**src/rtl/core/rrq_pkg.sv**
```systemverilog
// Package for the round-robin run queue scheduler.
// Holds the command codes, the sequencer states and the id width constants.
// No dependencies; every other file of the block refers to it by scoped names.
`default_nettype none

package rrq_pkg;

  // Process ids travel as four-bit fields, so at most sixteen can be named.
  localparam int ID_W          = 4;
  localparam int NUM_IDS       = 16;
  localparam int NUM_PROCS_DEF = 16;

  // Commands carried by one input beat.
  typedef enum logic [1:0] {
    CMD_TICK  = 2'd0,
    CMD_SLEEP = 2'd1,
    CMD_WAKE  = 2'd2,
    CMD_ENQ   = 2'd3
  } cmd_t;

  // Sequencer states of the top level.
  typedef enum logic [1:0] {
    ST_IDLE,
    ST_EXEC,
    ST_WR2
  } state_t;

endpackage

`default_nettype wire

```
**src/rtl/core/rrq_if.sv**
```systemverilog
// Valid/ready channel interfaces for the run queue scheduler.
// Depends on rrq_pkg for the id width.
`default_nettype none

// Command channel: one beat carries a command and a process id.
interface rrq_in_if;
  logic                      valid;
  logic                      ready;
  logic [1:0]                command;
  logic [rrq_pkg::ID_W-1:0]  process_id;

  modport source (output valid, output command, output process_id, input ready);
  modport sink   (input valid, input command, input process_id, output ready);
endinterface

// Result channel: one beat per command.
interface rrq_out_if;
  logic                      valid;
  logic                      ready;
  logic [rrq_pkg::ID_W-1:0]  current_id;
  logic                      has_current;
  logic                      switched;
  logic                      wake_accepted;
  logic                      halted;
  logic                      error;

  modport source (output valid, output current_id, output has_current, output switched,
                  output wake_accepted, output halted, output error, input ready);
  modport sink   (input valid, input current_id, input has_current, input switched,
                  input wake_accepted, input halted, input error, output ready);
endinterface

`default_nettype wire

```
**src/rtl/core/round_robin_run_queue.sv**
```systemverilog
// Round-robin run queue scheduler: top level with the decision logic.
// Depends on rrq_pkg, the channel interfaces in rrq_if and the ring in rrq_ring.
//
// Usage: each beat on in_chan carries a command (tick, sleep current, wake
// process_id, enqueue process_id). Every command gives exactly one beat on
// out_chan with the current process, whether one exists, whether it changed,
// whether a wake was taken, the halt flag and an error flag.
// Sequencing: a command is taken in the idle state and decided in the exec
// state, which waits while the output register holds an unaccepted result. A
// wake that resumes a halted scheduler and also requeues the current process
// writes the ring twice, the second write in a state of its own. The sequence
// is set by the single write port of the ring memory and by its registered
// read port (the queue head is read while the command is being taken).
// The result sits in an output register; the next command is taken while it
// waits. If the receiver stalls, the decision of that next command waits until
// the output register is free, and no further command is taken meanwhile.
// Reset (synchronous, active low) empties the queue, marks every process
// sleeping and clears the current process and the halt flag. The ring contents
// need no clearing, so the block is ready as soon as reset is released.
`default_nettype none

module round_robin_run_queue #(
  parameter int NUM_PROCS = rrq_pkg::NUM_PROCS_DEF
) (
  input  wire logic  clk,
  input  wire logic  rst_n,
  rrq_in_if.sink     in_chan,
  rrq_out_if.source  out_chan
);

  localparam int IDX_W = $clog2(NUM_PROCS);
  localparam int CNT_W = $clog2(NUM_PROCS + 1);
  localparam int ID_W  = rrq_pkg::ID_W;

  // Sequencer and command registers.
  rrq_pkg::state_t state_r, state_nxt;
  rrq_pkg::cmd_t   cmd_r;
  logic [ID_W-1:0] pid_r;

  // Scheduler state.
  logic [IDX_W-1:0]           head_r, head_nxt;
  logic [IDX_W-1:0]           tail_r, tail_nxt;
  logic [CNT_W-1:0]           count_r, count_nxt;
  logic [rrq_pkg::NUM_IDS-1:0] running_r, running_nxt;
  logic [ID_W-1:0]            cur_r, cur_nxt;
  logic                       curv_r, curv_nxt;
  logic                       halt_r, halt_nxt;

  // Pending second ring write.
  logic [IDX_W-1:0] wr2_addr_r;
  logic [ID_W-1:0]  wr2_data_r;

  // Output register.
  logic            out_valid_r;
  logic [ID_W-1:0] out_cur_r;
  logic            out_has_r, out_sw_r, out_acc_r, out_halt_r, out_err_r;

  // Decision results.
  logic             sw_v, acc_v, err_v, tick_v;
  logic             wr1_en, wr2_en;
  logic [IDX_W-1:0] wr1_addr, wr2_addr;
  logic [ID_W-1:0]  wr1_data, wr2_data;
  logic [ID_W-1:0]  next_id;
  logic             pid_ok, full;

  // Handshake and ring port signals.
  logic             in_fire, exec_fire, out_free;
  logic             ring_wr_en;
  logic [IDX_W-1:0] ring_wr_addr;
  logic [ID_W-1:0]  ring_wr_data;
  logic [ID_W-1:0]  ring_rd_data;

  function automatic logic [IDX_W-1:0] ring_next(input logic [IDX_W-1:0] i);
    return (i == IDX_W'(NUM_PROCS - 1)) ? '0 : i + IDX_W'(1);
  endfunction

  // Queue storage; the head entry is read continuously.
  rrq_ring #(.DEPTH(NUM_PROCS)) u_ring (
    .clk     (clk),
    .wr_en   (ring_wr_en),
    .wr_addr (ring_wr_addr),
    .wr_data (ring_wr_data),
    .rd_addr (head_r),
    .rd_data (ring_rd_data)
  );

  assign pid_ok = (32'(pid_r) < NUM_PROCS);
  assign full   = (count_r == CNT_W'(NUM_PROCS));

  // Decision for the command held in cmd_r.
  always_comb begin
    count_nxt   = count_r;
    head_nxt    = head_r;
    tail_nxt    = tail_r;
    running_nxt = running_r;
    cur_nxt     = cur_r;
    curv_nxt    = curv_r;
    halt_nxt    = halt_r;
    sw_v        = 1'b0;
    acc_v       = 1'b0;
    err_v       = 1'b0;
    tick_v      = 1'b0;
    wr1_en      = 1'b0;
    wr1_addr    = tail_r;
    wr1_data    = pid_r;
    wr2_en      = 1'b0;
    wr2_addr    = tail_r;
    wr2_data    = cur_r;
    // An empty queue that gets a pop has just taken the woken id.
    next_id     = (count_r == '0) ? pid_r : ring_rd_data;

    case (cmd_r)
      rrq_pkg::CMD_TICK: begin
        tick_v = 1'b1;
      end
      rrq_pkg::CMD_SLEEP: begin
        if (!curv_r || !running_r[cur_r]) begin
          err_v = 1'b1;
        end else begin
          running_nxt[cur_r] = 1'b0;
          tick_v = 1'b1;
        end
      end
      rrq_pkg::CMD_WAKE: begin
        if (!pid_ok) begin
          err_v = 1'b1;
        end else if (!running_r[pid_r]) begin
          if (full) begin
            err_v = 1'b1;
          end else begin
            wr1_en = 1'b1;
            tail_nxt = ring_next(tail_r);
            count_nxt = count_r + CNT_W'(1);
            running_nxt[pid_r] = 1'b1;
            acc_v = 1'b1;
            if (curv_r && halt_r) begin
              halt_nxt = 1'b0;
              tick_v = 1'b1;
            end
          end
        end
      end
      rrq_pkg::CMD_ENQ: begin
        if (!pid_ok || full) begin
          err_v = 1'b1;
        end else begin
          wr1_en = 1'b1;
          tail_nxt = ring_next(tail_r);
          count_nxt = count_r + CNT_W'(1);
        end
      end
      default: begin
      end
    endcase

    // One scheduling decision on the state left by the command.
    if (tick_v) begin
      if (!curv_nxt) begin
        if (count_nxt == '0) begin
          err_v = 1'b1;
        end else begin
          head_nxt  = ring_next(head_r);
          count_nxt = count_nxt - CNT_W'(1);
          cur_nxt   = next_id;
          curv_nxt  = 1'b1;
          sw_v      = 1'b1;
        end
      end else if (halt_nxt) begin
        // Halted: nothing moves until a wake.
      end else if (count_nxt == '0) begin
        if (!running_nxt[cur_r]) begin
          halt_nxt = 1'b1;
        end
      end else begin
        head_nxt  = ring_next(head_r);
        count_nxt = count_nxt - CNT_W'(1);
        if (next_id != cur_r) begin
          // A running current goes back to the end of the queue.
          if (running_nxt[cur_r]) begin
            if (wr1_en) begin
              wr2_en   = 1'b1;
              wr2_addr = tail_nxt;
              wr2_data = cur_r;
            end else begin
              wr1_en   = 1'b1;
              wr1_addr = tail_nxt;
              wr1_data = cur_r;
            end
            tail_nxt  = ring_next(tail_nxt);
            count_nxt = count_nxt + CNT_W'(1);
          end
          cur_nxt = next_id;
          sw_v    = 1'b1;
        end
      end
    end
  end

  // Next state of the sequencer.
  always_comb begin
    state_nxt = state_r;
    case (state_r)
      rrq_pkg::ST_IDLE: begin
        if (in_fire) begin
          state_nxt = rrq_pkg::ST_EXEC;
        end
      end
      rrq_pkg::ST_EXEC: begin
        if (exec_fire) begin
          state_nxt = wr2_en ? rrq_pkg::ST_WR2 : rrq_pkg::ST_IDLE;
        end
      end
      rrq_pkg::ST_WR2: begin
        state_nxt = rrq_pkg::ST_IDLE;
      end
      default: begin
        state_nxt = rrq_pkg::ST_IDLE;
      end
    endcase
  end

  // Sequencer outputs: handshakes and the ring write port.
  // No command beat is taken while reset is held.
  always_comb begin
    out_free       = !out_valid_r || out_chan.ready;
    in_chan.ready  = rst_n && (state_r == rrq_pkg::ST_IDLE);
    in_fire        = in_chan.valid && in_chan.ready;
    exec_fire      = (state_r == rrq_pkg::ST_EXEC) && out_free;
    ring_wr_en     = 1'b0;
    ring_wr_addr   = wr1_addr;
    ring_wr_data   = wr1_data;
    case (state_r)
      rrq_pkg::ST_EXEC: begin
        ring_wr_en = exec_fire && wr1_en;
      end
      rrq_pkg::ST_WR2: begin
        ring_wr_en   = 1'b1;
        ring_wr_addr = wr2_addr_r;
        ring_wr_data = wr2_data_r;
      end
      default: begin
      end
    endcase
  end

  // Control and scheduler state registers.
  always_ff @(posedge clk) begin
    if (!rst_n) begin
      state_r   <= rrq_pkg::ST_IDLE;
      head_r    <= '0;
      tail_r    <= '0;
      count_r   <= '0;
      running_r <= '0;
      cur_r     <= '0;
      curv_r    <= 1'b0;
      halt_r    <= 1'b0;
    end else begin
      state_r <= state_nxt;
      if (exec_fire) begin
        head_r    <= head_nxt;
        tail_r    <= tail_nxt;
        count_r   <= count_nxt;
        running_r <= running_nxt;
        cur_r     <= cur_nxt;
        curv_r    <= curv_nxt;
        halt_r    <= halt_nxt;
      end
    end
  end

  // Captured command beat and pending second write.
  always_ff @(posedge clk) begin
    if (in_fire) begin
      cmd_r <= rrq_pkg::cmd_t'(in_chan.command);
      pid_r <= in_chan.process_id;
    end
    if (exec_fire) begin
      wr2_addr_r <= wr2_addr;
      wr2_data_r <= wr2_data;
    end
  end

  // Output register valid flag.
  always_ff @(posedge clk) begin
    if (!rst_n) begin
      out_valid_r <= 1'b0;
    end else if (exec_fire) begin
      out_valid_r <= 1'b1;
    end else if (out_chan.ready) begin
      out_valid_r <= 1'b0;
    end
  end

  // Output register payload.
  always_ff @(posedge clk) begin
    if (exec_fire) begin
      out_cur_r  <= curv_nxt ? cur_nxt : '0;
      out_has_r  <= curv_nxt;
      out_sw_r   <= sw_v;
      out_acc_r  <= acc_v;
      out_halt_r <= halt_nxt;
      out_err_r  <= err_v;
    end
  end

  assign out_chan.valid         = out_valid_r;
  assign out_chan.current_id    = out_cur_r;
  assign out_chan.has_current   = out_has_r;
  assign out_chan.switched      = out_sw_r;
  assign out_chan.wake_accepted = out_acc_r;
  assign out_chan.halted        = out_halt_r;
  assign out_chan.error         = out_err_r;

  // The fill count never passes the ring depth.
  a_count_bound: assert property (@(posedge clk) disable iff (!rst_n)
    count_r <= CNT_W'(NUM_PROCS))
    else $error("run queue count beyond depth");

  // An empty queue has head and tail together.
  a_empty_ptrs: assert property (@(posedge clk) disable iff (!rst_n)
    (count_r == '0) |-> (head_r == tail_r))
    else $error("empty queue with head and tail apart");

  // Halting needs a current process, and that process is sleeping.
  a_halt_cur: assert property (@(posedge clk) disable iff (!rst_n)
    halt_r |-> (curv_r && !running_r[cur_r]))
    else $error("halted without a sleeping current process");

  // The second ring write only follows a decision.
  a_wr2_after_exec: assert property (@(posedge clk) disable iff (!rst_n)
    (state_r == rrq_pkg::ST_WR2) |-> ($past(state_r) == rrq_pkg::ST_EXEC))
    else $error("second write without a decision");

  // A decision always leaves a result beat waiting.
  a_exec_result: assert property (@(posedge clk) disable iff (!rst_n)
    exec_fire |=> out_valid_r)
    else $error("decision without a result beat");

endmodule

`default_nettype wire

```
**src/rtl/core/rrq_ring.sv**
```systemverilog
// Ring storage of queued process ids: one write port, one registered read port.
// Depends on rrq_pkg for the id width.
`default_nettype none

module rrq_ring #(
  parameter int DEPTH = rrq_pkg::NUM_PROCS_DEF
) (
  input  wire logic                          clk,
  input  wire logic                          wr_en,
  input  wire logic [$clog2(DEPTH)-1:0]      wr_addr,
  input  wire logic [rrq_pkg::ID_W-1:0]      wr_data,
  input  wire logic [$clog2(DEPTH)-1:0]      rd_addr,
  output logic      [rrq_pkg::ID_W-1:0]      rd_data
);

  logic [rrq_pkg::ID_W-1:0] mem [DEPTH];

  // Write port.
  always_ff @(posedge clk) begin
    if (wr_en) begin
      mem[wr_addr] <= wr_data;
    end
  end

  // Registered read port.
  always_ff @(posedge clk) begin
    rd_data <= mem[rd_addr];
  end

endmodule

`default_nettype wire
```
**src/flat_wrapper.sv**
```systemverilog
// flat-port wrapper written by rule: the top's interface ports become plain ports
module round_robin_run_queue_flat 
#(
  parameter int NUM_PROCS = rrq_pkg::NUM_PROCS_DEF
)
  (clk, rst_n, in_chan_valid, in_chan_command, in_chan_process_id, in_chan_ready, out_chan_valid, out_chan_current_id, out_chan_has_current, out_chan_switched, out_chan_wake_accepted, out_chan_halted, out_chan_error, out_chan_ready);
  rrq_in_if in_chan_i ();
  rrq_out_if out_chan_i ();
  input  wire logic clk;
  input  wire logic rst_n;
  input wire logic [$bits(in_chan_i.valid)-1:0] in_chan_valid;
  input wire logic [$bits(in_chan_i.command)-1:0] in_chan_command;
  input wire logic [$bits(in_chan_i.process_id)-1:0] in_chan_process_id;
  output wire logic [$bits(in_chan_i.ready)-1:0] in_chan_ready;
  output wire logic [$bits(out_chan_i.valid)-1:0] out_chan_valid;
  output wire logic [$bits(out_chan_i.current_id)-1:0] out_chan_current_id;
  output wire logic [$bits(out_chan_i.has_current)-1:0] out_chan_has_current;
  output wire logic [$bits(out_chan_i.switched)-1:0] out_chan_switched;
  output wire logic [$bits(out_chan_i.wake_accepted)-1:0] out_chan_wake_accepted;
  output wire logic [$bits(out_chan_i.halted)-1:0] out_chan_halted;
  output wire logic [$bits(out_chan_i.error)-1:0] out_chan_error;
  input wire logic [$bits(out_chan_i.ready)-1:0] out_chan_ready;
  assign in_chan_i.valid = in_chan_valid;
  assign in_chan_i.command = in_chan_command;
  assign in_chan_i.process_id = in_chan_process_id;
  assign in_chan_ready = in_chan_i.ready;
  assign out_chan_valid = out_chan_i.valid;
  assign out_chan_current_id = out_chan_i.current_id;
  assign out_chan_has_current = out_chan_i.has_current;
  assign out_chan_switched = out_chan_i.switched;
  assign out_chan_wake_accepted = out_chan_i.wake_accepted;
  assign out_chan_halted = out_chan_i.halted;
  assign out_chan_error = out_chan_i.error;
  assign out_chan_i.ready = out_chan_ready;
  round_robin_run_queue #(.NUM_PROCS(NUM_PROCS)) u_core (.clk(clk), .rst_n(rst_n), .in_chan(in_chan_i), .out_chan(out_chan_i));
endmodule
```
**config.mk**
```make
export PLATFORM = sky130hd
export DESIGN_NAME = round_robin_run_queue_flat
export DESIGN_NICKNAME = d
export VERILOG_FILES = /design/src/rtl/core/rrq_pkg.sv /design/src/rtl/core/rrq_if.sv /design/src/rtl/core/round_robin_run_queue.sv /design/src/rtl/core/rrq_ring.sv /design/src/flat_wrapper.sv
export SDC_FILE = /design/constraint.sdc
export NUM_CORES = 1
export LEC_CHECK = 0
export BUFFER_PORTS_ARGS = -buffer_cell sky130_fd_sc_hd__buf_4
export CAP_MARGIN = 40
export CORE_MARGIN = 2
export CORE_UTILIZATION = 60
export DETAILED_ROUTE_END_ITERATION = 12
export MAX_ROUTING_LAYER = met4
export PLACE_DENSITY = 0.86
export SLEW_MARGIN = 10
export SYNTH_ARGS = -nofsm -noshare
export SYNTH_HDL_FRONTEND = slang
export SYNTH_SLANG_ARGS = --single-unit
```
**constraint.sdc**
```tcl
create_clock -name clk -period 6.04 [get_ports clk]
set_input_delay 0.302 -clock clk [delete_from_list [all_inputs] [get_ports clk]]
set_output_delay 0.302 -clock clk [all_outputs]
set_load 0.005 [all_outputs]
```
==> run summary <==
The number of setup buffers added after CTS was 0. The via count is 5884, and the core footprint is 0.0120 mm2. The register bit total from synthesis was 129.

Averaged over all synthesized cells, the footprint is 10.5 um2. For the switching power total, the log shows 584 uW. Dividing total power by cell area gives a power density of 272 mW/mm2. The xor and xnor fraction of the mapped netlist area is 0.0107. The tools report the clock network power share as 0.445. The clock period could shrink to 5680 ps.

The run gives 0 as the number of warnings reported in the yosys synthesis log. The post-place instance area was 0.00759 mm2; the count of pins over their slew limit was 0. For this run, the leading register cell type out of synthesis is sky130_fd_sc_hd__edfxtp_1. The synthesized-area fraction occupied by adder cells is 0.0221. The share of cells above drive strength 1 works out to 0.157. The tools report the post-synthesis net count as 726.

Timing would allow up to 176 MHz. Once layout is done, the placed cells without fillers occupy 0.00815 mm2. The width of the die is 115 um, and the count of H-tree levels built during CTS is 4. IR analysis of the VDD net gives a maximum drop of 443 uV. The multiplexer fraction of the synthesized cell area is 0.116, and the number of violations reported at the end of detailed-routing iteration 0 is 718. The run gives 0.00737 mm2 as the synthesized area.

The synthesis-to-finish area growth is 10.7%. Initial standard-cell utilization of the core: 0.613. The portion of the clock cycle consumed by the worst path in the final layout works out to 0.940. Height of the die: 115 um.

The number of primary I/O pins was 21; the clock tree buffer depth was 2. The area of the die is 0.0132 mm2. For the static leakage, the log shows 0.00283 uW. STA classifies the critical path startpoint as a flip-flop.

Entering global routing, the biggest net connects 45 pins. The later pin in the worst-skew pair is clocked with a latency of 430 ps. Adding up every negative setup slack in the final design gives 0 ps. The run gives 0 as the number of setup violations in the final report. TritonCTS built the clock tree.

The post-cts gate resize count was 0. In this run the worst path has a maximum fanout of 18. The critical path arrival was 5740 ps. The largest family of logic cells by synthesized area was simple AND/OR/NAND/NOR gates.

The first global-routing pass estimated 31.3 mm of wire. The initial antenna violation count is 0. The flow ran to the end, and the final reports show no timing, DRC or antenna violations. The setup slack after placement was 475 ps; the hold violation total from the final report was 0.

The run gives 0.110 as the logic gate share of total power. The max-slew headroom at the worst pin is 0.390. The basic-gate share of the synthesized area counting and, or, nand and nor cells was 0.178.

The number of hold buffers added after CTS was 0. All-layer global routing usage: 0.326. The critical path is of the flip-flop to flip-flop type. The post-synthesis compound-gate area fraction came out at 0.159. The run gives 1630 uW as the internal power of the cells. The post-route antenna net violation count is 0, and the total inserted antenna cells is 0. On the final layout, the worst hold slack is 51.1 ps. Counting distinct cell types in the post-synthesis netlist gives 77. The share of total power in sequential cells came out at 0.445. Clock-pin slew was measured on the worst setup and hold paths at 60 ps. The least setup slack across all paths after layout came out at 362 ps.

The logs give 17 for the number of clock buffers inserted by TritonCTS and 0 for the number of DRC violations after detailed routing. The tools report the via count of the first global-routing pass as 5721. The synthesized design contains 87 enable-type register cells.

The half-perimeter wire length after detailed placement came out at 13.7 mm. The worst setup path is captured at a flip-flop. The tools report the share of the yosys chip area belonging to registers as 0.469. The average vias per placed instance is 6.79, and the fraction of power spent switching nets is 0.264.

The share of flip-flops with an asynchronous set or reset came out at 0. Setup repair after global routing left no endpoint under its margin. In the synthesized netlist, the number of instances is 703. The total number of nets in the final design came out at 730. In this run the clock root is driven by a sky130_fd_sc_hd__clkbuf_16.

The average wire per cell in the routed design works out to 22.9 um. For the worst setup path, the data required time is 6100 ps. The total number of placement rows is 40, and the CTS sink count is 129.

The slew at the pin closest to its max-slew limit works out to 907 ps. After global routing the overflow that remains totals 0. For this block, the routed nets add up to 19.9 mm of wire. The count of max-cap constraint violations is 0. The first TritonRoute pass finished after 6 iterations.

For the final database, setup skew stands at 8.08 ps. The class of the worst hold path was input port to flip-flop. Buffers placed on the I/O ports in this run total 20. The routability congestion estimate from global placement was 1.00.
through the flow:
stage	total power [uW]	cells	util
3_3_place_gp	1230	832	0.629
5_1_grt	2280	867	0.679
4_1_cts	2210	867	0.679
6_report	2220	867	0.679
2_1_floorplan	1170	703	-
3_5_place_dp	1240	835	0.632
path summary, 6_finish.rpt:
kind	cells past startpoint	to	slack, ps	start
worst max-delay path	14	u_core.u_ring.mem[11][0]	360	u_core.pid_r[1]
worst max register to register	14	u_core.u_ring.mem[11][0]	360	u_core.pid_r[1]
worst min register to register	2	u_core.state_r[0]	550	u_core.state_r[0]
worst min-delay path	1	u_core.pid_r[1]	50	in_chan_process_id[1]
worst max-delay path: stages (launching register included):
cell and delay (ps):
sky130_fd_sc_hd__edfxtp_1 860, sky130_fd_sc_hd__mux2_4 370, sky130_fd_sc_hd__a222oi_1 410, sky130_fd_sc_hd__and2_1 480
sky130_fd_sc_hd__a31oi_1 150, sky130_fd_sc_hd__buf_4 220, sky130_fd_sc_hd__mux2_2 350, sky130_fd_sc_hd__ha_1 220
sky130_fd_sc_hd__inv_1 90, sky130_fd_sc_hd__a211oi_2 70, sky130_fd_sc_hd__and3_1 290, sky130_fd_sc_hd__nor2_1 330
sky130_fd_sc_hd__nand2_1 390, sky130_fd_sc_hd__o21ai_2 450, sky130_fd_sc_hd__nor3b_1 630
power groups by stage:
stage	clock [uW]	combinational, uW	sequential [uW]
3_3_place_gp	0	229	1000
3_5_place_dp	0	237	1000
2_1_floorplan	0	182	988
6_report	986	244	986
4_1_cts	988	240	985
5_1_grt	1030	265	988
layer usage:
| metal | global-route usage | up-vias | wire length, um |
|---|---|---|---|
| met3 | 0.0749 | 57 | 1420 |
| met1 | 0.403 | 2845 | 7990 |
| li1 | - | 2693 | - |
| met5 | - | - | 0 |
| met2 | 0.519 | 289 | 9700 |
| met4 | 0.138 | 0 | 742 |
logic make-up (layout without fill, tap and decap cells):
family	count (synthesis)	after routing
AO/OA/AOI/OAI	174	174
XOR/XNOR	9	9
adder cells (fa/ha/maj)	13	13
buffers and inverters	75	92
flip-flops	129	129
multiplexers	53	53
AND/OR/NAND/NOR	250	250
sequential cells by signal (all words and copies together), names as in the netlist, 2 cells and up:
signal	flops
u_core.cur_r	4
u_core.wr2_addr_r	4
u_core.out_chan.current_id	4
u_core.u_ring.rd_data	4
u_core.state_r	2
u_core.running_r	16
u_core.tail_r	4
u_core.pid_r	4
u_core.cmd_r	2
u_core.head_r	4
u_core.wr2_data_r	4
u_core.u_ring.mem	64
u_core.count_r	5
cell usage after synthesis, types with 13 or more instances:
| library cell | number | area [um2] |
|---|---|---|
| sky130_fd_sc_hd__nand3_1 | 27 | 135 |
| sky130_fd_sc_hd__nor3_1 | 17 | 85.1 |
| sky130_fd_sc_hd__nand2_1 | 65 | 244 |
| sky130_fd_sc_hd__mux4_2 | 24 | 541 |
| sky130_fd_sc_hd__o21ai_0 | 40 | 200 |
| sky130_fd_sc_hd__a31oi_1 | 22 | 138 |
| sky130_fd_sc_hd__clkbuf_1 | 31 | 116 |
| sky130_fd_sc_hd__a21oi_1 | 35 | 175 |
| sky130_fd_sc_hd__inv_1 | 24 | 90.1 |
| sky130_fd_sc_hd__ha_1 | 13 | 163 |
| sky130_fd_sc_hd__edfxtp_1 | 87 | 2610 |
| sky130_fd_sc_hd__nor3b_1 | 14 | 105 |
| sky130_fd_sc_hd__mux2i_1 | 16 | 160 |
| sky130_fd_sc_hd__nor2_1 | 51 | 191 |
| sky130_fd_sc_hd__dfxtp_1 | 42 | 841 |
cell type report:
cell class,instances,area (um2)
fillers,886,3860
multi-input cells,499,3580
flip-flops and latches,129,3450
clock buffers,21,450
repair buffers,36,292
well taps,147,184
clock inverters,11,108
inverters,24,90.1
cell usage in the layout (no fill, tap or decap), types with 22 or more instances in the layout:
| cell | count |
|---|---|
| sky130_fd_sc_hd__mux4_2 | 24 |
| sky130_fd_sc_hd__edfxtp_1 | 87 |
| sky130_fd_sc_hd__a21oi_1 | 35 |
| sky130_fd_sc_hd__nand3_1 | 27 |
| sky130_fd_sc_hd__nor2_1 | 51 |
| sky130_fd_sc_hd__dfxtp_1 | 42 |
| sky130_fd_sc_hd__inv_1 | 24 |
| sky130_fd_sc_hd__nand2_1 | 65 |
| sky130_fd_sc_hd__buf_4 | 33 |
| sky130_fd_sc_hd__a31oi_1 | 22 |
| sky130_fd_sc_hd__o21ai_0 | 40 |
(Power assumes the default switching activity.)
